$ cat src/design/gawn_pkg.sv
`default_nettype none

package gawn_pkg;

    // Fixed field widths.
    localparam int SAMPLE_W   = 32;
    localparam int ACC_W      = 42;
    localparam int GSIZE_W    = 9;
    localparam int METHOD_W   = 2;
    localparam int CFG_IDX_W  = 2;
    localparam int CFG_DATA_W = 32;
    localparam int IN_TDATA_W  = 32;
    localparam int OUT_TDATA_W = 48;

    // Result reported for a group without any valid sample (-9999.0 in Q16.16).
    localparam logic signed [ACC_W-1:0] EMPTY_CODE = -42'sd655294464;

    // Register reset values.
    localparam logic [GSIZE_W-1:0] GSIZE_RST = 9'd12;

    // Reduction methods.
    typedef enum logic [METHOD_W-1:0] {
        METH_MEAN = 2'd0,
        METH_SUM  = 2'd1,
        METH_MAX  = 2'd2,
        METH_MIN  = 2'd3
    } t_method;

    // Configuration register indexes.
    typedef enum logic [CFG_IDX_W-1:0] {
        CFG_GROUP_SIZE    = 2'd0,
        CFG_METHOD        = 2'd1,
        CFG_NODATA_ENABLE = 2'd2,
        CFG_NODATA_VALUE  = 2'd3
    } t_cfg_idx;

endpackage

`default_nettype wire

$ cat src/design/gawn_div.sv
`default_nettype none

// Iterative signed divider: dividend by a positive count, one quotient bit
// per cycle with a single shared subtractor. The result truncates toward zero.
module gawn_div
    import gawn_pkg::*;
#(
    parameter int CNT_W = 9
) (
    input  wire logic                    i_clk,
    input  wire logic                    i_rst_n,
    input  wire logic                    i_start,
    input  wire logic signed [ACC_W-1:0] i_dividend,
    input  wire logic [CNT_W-1:0]        i_divisor,
    output logic                         o_done,
    output logic signed [ACC_W-1:0]      o_quotient
);

    localparam int STEP_W = $clog2(ACC_W + 1);

    logic               r_busy;
    logic               r_done;
    logic [STEP_W-1:0]  r_step;
    logic [CNT_W-1:0]   r_rem;
    logic [CNT_W-1:0]   r_div;
    logic [ACC_W-1:0]   r_quo;
    logic               r_neg;

    logic [CNT_W:0]     w_trial;
    logic [CNT_W:0]     w_diff;
    logic               w_fit;
    logic [CNT_W-1:0]   n_rem;

    // One restoring step: shift in the next dividend bit and try a subtract.
    always_comb begin
        w_trial = {r_rem, r_quo[ACC_W-1]};
        w_diff  = w_trial - {1'b0, r_div};
        w_fit   = (w_trial >= {1'b0, r_div});
        n_rem   = w_fit ? w_diff[CNT_W-1:0] : w_trial[CNT_W-1:0];
    end

    // Sequencer and datapath registers.
    always_ff @(posedge i_clk) begin
        if (!i_rst_n) begin
            r_busy <= 1'b0;
            r_done <= 1'b0;
            r_step <= '0;
        end else begin
            r_done <= 1'b0;
            if (i_start) begin
                r_busy <= 1'b1;
                r_step <= '0;
            end else if (r_busy) begin
                r_step <= r_step + 1'b1;
                if (r_step == STEP_W'(ACC_W - 1)) begin
                    r_busy <= 1'b0;
                    r_done <= 1'b1;
                end
            end
        end
    end

    always_ff @(posedge i_clk) begin
        if (i_start) begin
            r_rem <= '0;
            r_div <= i_divisor;
            r_neg <= i_dividend[ACC_W-1];
            r_quo <= i_dividend[ACC_W-1] ? ACC_W'(-i_dividend) : ACC_W'(i_dividend);
        end else if (r_busy) begin
            r_rem <= n_rem;
            r_quo <= {r_quo[ACC_W-2:0], w_fit};
        end
    end

    // The quotient takes the dividend's sign.
    assign o_done     = r_done;
    assign o_quotient = r_neg ? -$signed(r_quo) : $signed(r_quo);

endmodule

`default_nettype wire

$ cat src/design/group_aggregate_with_nodata_core.sv
// An item is captured in IDLE and accumulated in ACC; no new item is taken until the
// block is back in IDLE. A closing item goes to OUT, which loads the output register
// once the previous result has been taken; for the mean it first waits in DIV for the
// bit-serial divider (42 steps), which sets the pace at group ends. Reset (synchronous,
// active low) clears the group state and output.
`default_nettype none

module group_aggregate_with_nodata_core
    import gawn_pkg::*;
#(
    parameter int MAX_GROUP = 365
) (
    input  wire logic                   i_clk,
    input  wire logic                   i_rst_n,
    // Input stream: tdata = sample[31:0].
    input  wire logic                   i_s_axis_tvalid,
    output logic                        o_s_axis_tready,
    input  wire logic [IN_TDATA_W-1:0]  i_s_axis_tdata,
    // Output stream: tdata = aggregate[41:0], zero padding[47:42].
    output logic                        o_m_axis_tvalid,
    input  wire logic                   i_m_axis_tready,
    output logic [OUT_TDATA_W-1:0]      o_m_axis_tdata,
    // tuser = empty_res[0].
    output logic                        o_m_axis_tuser,
    // Configuration writes.
    input  wire logic                   i_cfg_valid,
    output logic                        o_cfg_ready,
    input  wire logic [CFG_IDX_W-1:0]   i_cfg_index,
    input  wire logic [CFG_DATA_W-1:0]  i_cfg_data
);

    localparam int CNT_W = $clog2(MAX_GROUP + 1);
    localparam logic [CNT_W-1:0] GROUP_MAX = CNT_W'(MAX_GROUP);

    typedef enum logic [1:0] {
        ST_IDLE,
        ST_ACC,
        ST_DIV,
        ST_OUT
    } t_state;

    t_state                     r_state;

    // Configuration registers.
    logic [GSIZE_W-1:0]         r_group_size;
    t_method                    r_method;
    logic                       r_nodata_en;
    logic signed [SAMPLE_W-1:0] r_nodata_val;

    // Group state.
    logic signed [SAMPLE_W-1:0] r_sample;
    logic signed [ACC_W-1:0]    r_acc;
    logic [CNT_W-1:0]           r_vcnt;
    logic [CNT_W-1:0]           r_pos;
    logic                       r_have;
    logic signed [ACC_W-1:0]    r_res;
    logic                       r_res_empty;

    // Output register.
    logic                       r_out_valid;
    logic signed [ACC_W-1:0]    r_out_agg;
    logic                       r_out_empty;

    logic [CNT_W-1:0]           w_size;
    logic                       w_skip;
    logic signed [ACC_W-1:0]    w_sext;
    logic signed [ACC_W:0]      w_sum;
    logic signed [ACC_W-1:0]    w_sat;
    logic signed [ACC_W-1:0]    n_acc;
    logic [CNT_W-1:0]           n_vcnt;
    logic [CNT_W-1:0]           n_pos;
    logic                       w_close;
    logic                       w_div_start;
    logic                       w_div_done;
    logic signed [ACC_W-1:0]    w_quot;

    // Clamp the group size to the supported range.
    always_comb begin
        if (r_group_size < GSIZE_W'(2)) begin
            w_size = CNT_W'(2);
        end else if (32'(r_group_size) > 32'(MAX_GROUP)) begin
            w_size = GROUP_MAX;
        end else begin
            w_size = CNT_W'(r_group_size);
        end
    end

    // Accumulate one sample unless it is the enabled no-data value: saturating add, or running maximum or minimum.
    always_comb begin
        w_skip = r_nodata_en && (r_sample == r_nodata_val);
        w_sext = ACC_W'(r_sample);
        w_sum  = (ACC_W+1)'(r_acc) + (ACC_W+1)'(w_sext);
        if (w_sum[ACC_W] != w_sum[ACC_W-1]) begin
            w_sat = w_sum[ACC_W] ? {1'b1, {(ACC_W-1){1'b0}}} : {1'b0, {(ACC_W-1){1'b1}}};
        end else begin
            w_sat = w_sum[ACC_W-1:0];
        end
        n_acc  = r_acc;
        n_vcnt = r_vcnt;
        if (!w_skip) begin
            n_vcnt = r_vcnt + 1'b1;
            if (!r_have) begin
                n_acc = w_sext;
            end else begin
                case (r_method)
                    METH_MEAN, METH_SUM: n_acc = w_sat;
                    METH_MAX:            n_acc = (w_sext > r_acc) ? w_sext : r_acc;
                    METH_MIN:            n_acc = (w_sext < r_acc) ? w_sext : r_acc;
                    default:             n_acc = r_acc;
                endcase
            end
        end
        n_pos       = r_pos + 1'b1;
        w_close     = (n_pos >= w_size);
        w_div_start = (r_state == ST_ACC) && w_close && (n_vcnt != '0) &&
                      (r_method == METH_MEAN);
    end

    gawn_div #(
        .CNT_W (CNT_W)
    ) u_div (
        .i_clk      (i_clk),
        .i_rst_n    (i_rst_n),
        .i_start    (w_div_start),
        .i_dividend (n_acc),
        .i_divisor  (n_vcnt),
        .o_done     (w_div_done),
        .o_quotient (w_quot)
    );

    // Sequencer, group state and output register.
    always_ff @(posedge i_clk) begin
        if (!i_rst_n) begin
            r_state      <= ST_IDLE;
            r_group_size <= GSIZE_RST;
            r_method     <= METH_MEAN;
            r_nodata_en  <= 1'b0;
            r_nodata_val <= '0;
            r_acc        <= '0;
            r_vcnt       <= '0;
            r_pos        <= '0;
            r_have       <= 1'b0;
            r_out_valid  <= 1'b0;
        end else begin
            // Configuration writes.
            if (i_cfg_valid) begin
                case (i_cfg_index)
                    CFG_GROUP_SIZE:    r_group_size <= i_cfg_data[GSIZE_W-1:0];
                    CFG_METHOD:        r_method     <= t_method'(i_cfg_data[METHOD_W-1:0]);
                    CFG_NODATA_ENABLE: r_nodata_en  <= i_cfg_data[0];
                    CFG_NODATA_VALUE:  r_nodata_val <= i_cfg_data[SAMPLE_W-1:0];
                    default:           r_nodata_en  <= r_nodata_en;
                endcase
            end

            // A taken result frees the output register unless a new one loads now.
            if (r_out_valid && i_m_axis_tready && (r_state != ST_OUT)) begin
                r_out_valid <= 1'b0;
            end

            case (r_state)
                ST_IDLE: begin
                    if (i_s_axis_tvalid) begin
                        r_state <= ST_ACC;
                    end
                end
                ST_ACC: begin
                    if (w_close) begin
                        r_acc  <= '0;
                        r_vcnt <= '0;
                        r_pos  <= '0;
                        r_have <= 1'b0;
                        if (n_vcnt == '0) begin
                            r_res       <= EMPTY_CODE;
                            r_res_empty <= 1'b1;
                            r_state     <= ST_OUT;
                        end else if (r_method == METH_MEAN) begin
                            r_res_empty <= 1'b0;
                            r_state     <= ST_DIV;
                        end else begin
                            r_res       <= n_acc;
                            r_res_empty <= 1'b0;
                            r_state     <= ST_OUT;
                        end
                    end else begin
                        r_acc   <= n_acc;
                        r_vcnt  <= n_vcnt;
                        r_pos   <= n_pos;
                        r_have  <= r_have || !w_skip;
                        r_state <= ST_IDLE;
                    end
                end
                ST_DIV: begin
                    if (w_div_done) begin
                        r_res   <= w_quot;
                        r_state <= ST_OUT;
                    end
                end
                ST_OUT: begin
                    // Load the result once the previous one has been taken.
                    if (!r_out_valid || i_m_axis_tready) begin
                        r_out_valid <= 1'b1;
                        r_out_agg   <= r_res;
                        r_out_empty <= r_res_empty;
                        r_state     <= ST_IDLE;
                    end
                end
                default: begin
                    r_state <= ST_IDLE;
                end
            endcase
        end
    end

    // Capture the incoming item.
    always_ff @(posedge i_clk) begin
        if (r_state == ST_IDLE && i_s_axis_tvalid) begin
            r_sample <= i_s_axis_tdata[SAMPLE_W-1:0];
        end
    end

    assign o_s_axis_tready = (r_state == ST_IDLE);
    assign o_cfg_ready     = 1'b1;
    assign o_m_axis_tvalid = r_out_valid;
    assign o_m_axis_tdata  = {{(OUT_TDATA_W-ACC_W){1'b0}}, r_out_agg};
    assign o_m_axis_tuser  = r_out_empty;

endmodule

`default_nettype wire
$ cat config.mk
export PLATFORM = sky130hd
export DESIGN_NAME = group_aggregate_with_nodata_core
export DESIGN_NICKNAME = d
export VERILOG_FILES = /design/src/design/gawn_pkg.sv /design/src/design/gawn_div.sv /design/src/design/group_aggregate_with_nodata_core.sv
export SDC_FILE = /design/constraint.sdc
export NUM_CORES = 1
export LEC_CHECK = 0
export BUFFER_PORTS_ARGS = -buffer_cell sky130_fd_sc_hd__buf_2
export CAP_MARGIN = 0
export CELL_PAD_IN_SITES_DETAIL_PLACEMENT = 2
export CELL_PAD_IN_SITES_GLOBAL_PLACEMENT = 2
export CORE_AREA = 2 2 225 227
export CTS_CLUSTER_SIZE = 24
export DETAILED_ROUTE_END_ITERATION = 10
export DIE_AREA = 0 0 227 229
export GPL_TIMING_DRIVEN = 0
export MAX_ROUTING_LAYER = met4
export PLACE_DENSITY_LB_ADDON = 0.08
export SLEW_MARGIN = 20
export SYNTH_ARGS = -nofsm -noshare
export SYNTH_HDL_FRONTEND = slang
export SYNTH_SLANG_ARGS = --single-unit
$ cat constraint.sdc
create_clock -name i_clk -period 16.3 [get_ports i_clk]
set_clock_uncertainty 0.15 [all_clocks]
set_input_delay 3.26 -clock i_clk [delete_from_list [all_inputs] [get_ports i_clk]]
set_output_delay 3.26 -clock i_clk [all_outputs]
set_load 0.01 [all_outputs]
# Word level (Yosys, flattened, before mapping)
# Index checks and enable logic that the tools add are counted.
# word_totals
regBits,295
input_bits,71
output_inout_bits,52
elab_cells,123
# op_classes
n_addsub,7
order_cmp,6
n_eq_ne,18
n_mux,39
bitwise,2
reduce_logical,29
# ops
operator,count
42-bit 2-to-1 mux,15
42-bit one-hot mux with 3 select lines,1
42-bit negation,2
42-bit one-hot mux with 2 select lines,1
9-bit 2-to-1 mux,6
42-bit by 32-bit adder with 43-bit output,1
32-bit by 42-bit greater-than comparator with 1-bit output,1
32-bit by 42-bit < comparator with 1-bit output,1
32-bit equality test,1
"9-bit by 1-bit adder with 9-bit output, second input constant",2
"2-bit equality test, second input constant",6
1-bit 2-to-1 mux,11
10-bit by 9-bit greater-or-equal comparator with 1-bit output,1
9-bit greater-or-equal comparator,1
"9-bit greater-than comparator, second input constant",1
9-bit zero test,1
"9-bit by 2-bit < comparator with 1-bit output, second input constant",1
3-bit AND reduction,3
9-bit nonzero test,1
9-bit subtractor,1
2-bit 2-to-1 mux,4
"2-bit inequality test, second input constant",4
2-bit one-hot mux with 4 select lines,1
2-bit AND reduction,4
other kinds (15),30

# Logic depth before layout (Yosys ltp)
# depth
ltp_word,10
mapped_depth,29
ltp_nobuf,25

# Cells and area by module
# A second synthesis with hierarchy kept.
# unflattened
cells_unflattened,2246
hier_area_um2,20025.5
# by_module_without_submodules
module,n_inst,cells_per_inst,area_each_um2,seq_area_each_um2
group_aggregate_with_nodata_core,1,1722,15169.5,5705.5
gawn_div,1,524,4855.9,1901.8

# Worst setup path before layout
# No wires, ideal clock.
# synth_timing
path_kind,reg2reg
startpoint,register r_sample[9]
endpoint,register u_div.r_quo[32] (data pin)
arrival_time_ns,5.829
slack_ns,10.056
path_stages_with_launch,26
n_path_buf,1
synth_period_minus_slack_ns,6.244
cell_sequence,edfxtp_1 ha_1 or4_4 nand2b_4 a211oi_2 nor2_1 a211oi_1 o21ai_0 a31oi_1 a221oi_1 o21bai_1 a21oi_1 xnor2_1 ha_1 clkbuf_1 clkinv_1 nand2_1 nor2_1 a311oi_1 o211ai_1 a221o_1 nor3_4 nand4_4 o41ai_2 xor2_1 o21ai_1
# synth_via
elab_chain_cells,9
word_cells_on_any_way,20
cone_classes,add/sub (2); order compare (2); eq/ne (2); mux (10); reduce/logical (4)
# synth_lines
element,line,rtl
start: declaration,group_aggregate_with_nodata_core.sv:51,logic signed [SAMPLE_W-1:0] r_sample;
start signal: assignment,group_aggregate_with_nodata_core.sv:218,r_sample <= i_s_axis_tdata[SAMPLE_W-1:0];
42-bit by 32-bit adder with 43-bit output,group_aggregate_with_nodata_core.sv:92,w_sum = (ACC_W+1)'(r_acc) + (ACC_W+1)'(w_sext);
42-bit 2-to-1 mux or 1-bit inequality test (tied branches),"group_aggregate_with_nodata_core.sv:94, group_aggregate_with_nodata_core.sv:93",
42-bit 2-to-1 mux,group_aggregate_with_nodata_core.sv:93,if (w_sum[ACC_W] != w_sum[ACC_W-1]) begin
42-bit one-hot mux with 3 select lines,group_aggregate_with_nodata_core.sv:105,case (r_method)
42-bit 2-to-1 mux,group_aggregate_with_nodata_core.sv:102,if (!r_have) begin
42-bit 2-to-1 mux,group_aggregate_with_nodata_core.sv:100,if (!w_skip) begin
42-bit negation,gawn_div.sv:68,r_quo <= i_dividend[ACC_W-1] ? ACC_W'(-i_dividend) : ACC_W'(i_dividend);
42-bit 2-to-1 mux,gawn_div.sv:68,
42-bit 2-to-1 mux *,gawn_div.sv:64,if (i_start) begin
end signal: assignment,gawn_div.sv:68,
end signal: assignment,gawn_div.sv:71,"r_quo <= {r_quo[ACC_W-2:0], w_fit};"
end: declaration,gawn_div.sv:26,logic [ACC_W-1:0] r_quo;
# Mark *: on every way between the ends. The rest lies on a longest branch, timed or not.
# A chain may end at the register's enable or synchronous reset.

# Worst setup path in the final report
# layout_timing
startpoint,register r_sample[3]
endpoint,register u_div.r_quo[41] (data pin)
# The elaborated chain is that of the path after synthesis.

==> metrics <==
final wirelength=slightly above 90 mm; max incr delay on CP=810 ps; PwrDens=111 nW/um^2; Top FF cell, synth=edfxtp_1; final instance area=about 23,000 sq um; CP Data Required Time=16,430 ps; cells on worst reg2reg path=25; Final period util=57.0%; number of remaining DRC errors=0; crit path DAT=9410 ps; I/O Buffers=114; # setup viols final=0; antenna-violating nets left=0; dpl cell area=22,100 sq um; Die Wd=227 microns; r2r setup slk=roughly 7000 ps; CTS buffer count=37; first-pass GRT wire length=137 mm; Max VDD drop=around 0.000075 V; Seq pwr share=34.4%; largest net degree at the start of global routing=38; clk slew on worst S/H paths=60 ps; routability cong.=about 0.97; net load switching power=approximately 0.97 mW; vias in the first global route=21,300; DPL Wire Length=~70 mm; share of cells above drive strength 1=11.4%; Fillers=5,506; CTS root buffer=clkbuf_16; Reg2Reg Launch Point=r_sample[3]$_DFFE_PP_; Clk network pwr share=33.7%; Buf/Inv on CP=2; crit path max fanout=9; register area share after synthesis=approximately 37%; CTS tree=built; post_cts resized=0; Initial Utilization=41.3%; internal power=1.61 mW; Worst-Margin Slew=1220 ps; Sw Share=37.6%; Hold Crit Depth=0; Site Rows=82; initial antenna violation count=0; outcome=finished clean; Logic pwr share=31.9%; FFs w/ async S/R, synth=0%; Worst-Skew Late Latency=approximately 570 ps; number of synthesis warnings=0; LEAKAGE=8.84 nW; Slew Viols, Final=0; HP Start=r_res[33]$_DFFE_PP_; final count of hold timing violations=0; flop and latch count out of synthesis=about 300; synth cell count leaders=270 x nand2_1, 170 x edfxtp_1, 159 x o21ai_0; R2R Path End=u_div.r_quo[41]$_DFFE_PP_; Core Region=49,700 sq um; Initial DRC Count=1,309; top post-synthesis cells by area=edfxtp_1 25%, dfxtp_1 12%, ha_1 7.0%, nand2_1 4.9%, xnor2_1 4.5%; most frequent CP cell=nor2_1; worst min path class=reg2reg; final core area utilization=46.9%; Cells after Synth=around 2,300; post-route setup TNS=0 ps; synthesized area per cell=around 8.8 sq um; Post-Synthesis Cell Area=20,500 sq um; max_cap viols=0; Worst Setup Start Kind=flip-flop; CP max-delay cell=a211oi_1; GR Overflow Total=0; Via-to-Cell Ratio=6.09; Distinct cells, synth=110; CTS H-tree depth=2; io pins=between 100 and 150; fmax=between 0.1 and 0.15 GHz; WS Path Type=reg2reg; Yosys top cell area share=24.9%; number of synthesized flops with an enable pin=170; Die Footprint=52,000 sq um; DR pass1 iterations=5; chip height=229 microns; Pwr Total=2.58 mW; ant diodes=0; cell family with most CP delay=compound AO/OA/AOI/OAI gates; Post-CTS Setup Inserts=0; gr usage total=36.1%; DR WL/cell=28.6 microns; layout net count=2,691; Tmin final=9280 ps; Via Count=approximately 20,000; Yosys top cell by area=edfxtp_1; max_slew headroom=between 10% and 20%; hold_buf cts=0; CTS Sinks=295; RSZ-0062 raised after global routing=no; Worst setup EP type=flip-flop; hold worst-path end=r_out_agg[33]$_DFFE_PP_; P&R area growth vs syn=13.6%; top-count cell post-synth=nand2_1; Max Root-Sink Buffers=3
==> flip-flops by register name, indices dropped and copies added (netlist names), named ones only <==
name	count
r_vcnt	9
u_div.r_quo	42
u_div.r_neg	1
u_div.r_rem	9
u_div.o_done	1
r_nodata_val	32
r_method	2
r_state	1
r_out_agg	42
r_nodata_en	1
r_res	42
u_div.r_busy	1
o_m_axis_tvalid	1
u_div.r_div	9
o_m_axis_tuser	1
r_sample	32
r_res_empty	1
r_pos	9
r_group_size	9
u_div.r_step	6
r_have	1
r_acc	42
==> worst reg2reg max path, stage by stage, from the launching register on <==
cell      delay (ps)
edfxtp_1         550
ha_1             420
nor2_1           130
a211oi_1         820
a211oi_2         350
nor2_1           270
a211oi_1         160
o21ai_0          490
a31oi_1          250
a221oi_1         500
o21bai_1         120
a21oi_1          260
xnor2_1          130
ha_1             310
clkbuf_1         350
clkinv_1         480
nand2_1          590
nor2_1           160
a311oi_1         240
o211ai_1         180
a221o_1          410
nor3_4           410
nand4_4          290
nor3_1           240
nand4_1          140
o21ai_0          610
==> stage by stage <==
step | setup slack, ps | hold WS [ps] | cells
finish | 7020 | 275 | 3204
CTS | 7290 | 277 | 3204
global route | 6640 | 280 | 3204
floorplan | 10060 | 250 | 2347
detailed placement | 7290 | 255 | 3137
global placement | 7430 | 251 | 3133
==> layout make-up <==
| type | instances | area, sq um | area share, % |
|---|---|---|---|
| buffer | 136 | 608 | 2.61 |
| clock buffer | 51 | 1050 | 4.51 |
| clock inverter | 16 | 191 | 0.822 |
| inverter | 115 | 432 | 1.85 |
| multi-input combinational | 1801 | 11900 | 51.2 |
| sequential | 295 | 7610 | 32.6 |
| tap | 672 | 841 | 3.61 |
| timing repair buffer | 118 | 651 | 2.79 |
==> per-layer routing <==
layer  GRT usage, %  routed length [microns]
met3           4.16                     4620
met4           14.7                     3900
met2           61.3                    45300
met5              -                        0
met1           43.3                    37900
==> cell usage in the layout (no fill, tap or decap), drive strengths merged, types with 113 or more instances in the layout <==
master  synthesis  routed
nor2          133     133
dfxtp         125     125
clkbuf         97     148
nand2         270     270
buf            39     157
inv           110     113
a21oi         152     152
ha            114     114
o21ai         175     175
edfxtp        170     170
==> worst max-delay path by stage <==
stage | to | cells after the start | start | slack, ps
final | u_div.r_quo[41]$_DFFE_PP_ | 25 | r_sample[3]$_DFFE_PP_ | 7020
after CTS | u_div.r_quo[41]$_DFFE_PP_ | 25 | r_sample[3]$_DFFE_PP_ | 7290
after floorplan | u_div.r_quo[32]$_DFFE_PP_ | 25 | r_sample[9]$_DFFE_PP_ | 10060
after detailed placement | u_div.r_quo[41]$_DFFE_PP_ | 25 | r_sample[3]$_DFFE_PP_ | 7290
after global placement | u_div.r_quo[41]$_DFFE_PP_ | 26 | r_sample[4]$_DFFE_PP_ | 7430
after global routing | u_div.r_quo[41]$_DFFE_PP_ | 26 | r_sample[4]$_DFFE_PP_ | 6640
==> logic make-up after synthesis <==
logic type / share of synthesized area [%]
AND/OR/NAND/NOR: 20.3
AO/OA/AOI/OAI: 20.9
flip-flops: 37.1
buffers and inverters: 5.06
XOR/XNOR: 7.39
adder cells (fa/ha/maj): 7.15
multiplexers: 2.07
other: 0.0366
==> power groups by stage <==
stage / logic [mW] / registers (mW) / clock network (mW)
detailed placement: 0.792 / 0.899 / 0
CTS: 0.806 / 0.885 / 0.874
finish: 0.824 / 0.886 / 0.869
global route: 0.879 / 0.888 / 0.905
global placement: 0.753 / 0.896 / 0
floorplan: 0.526 / 0.873 / 0
No activity file was read; power rests on OpenSTA's default activity.
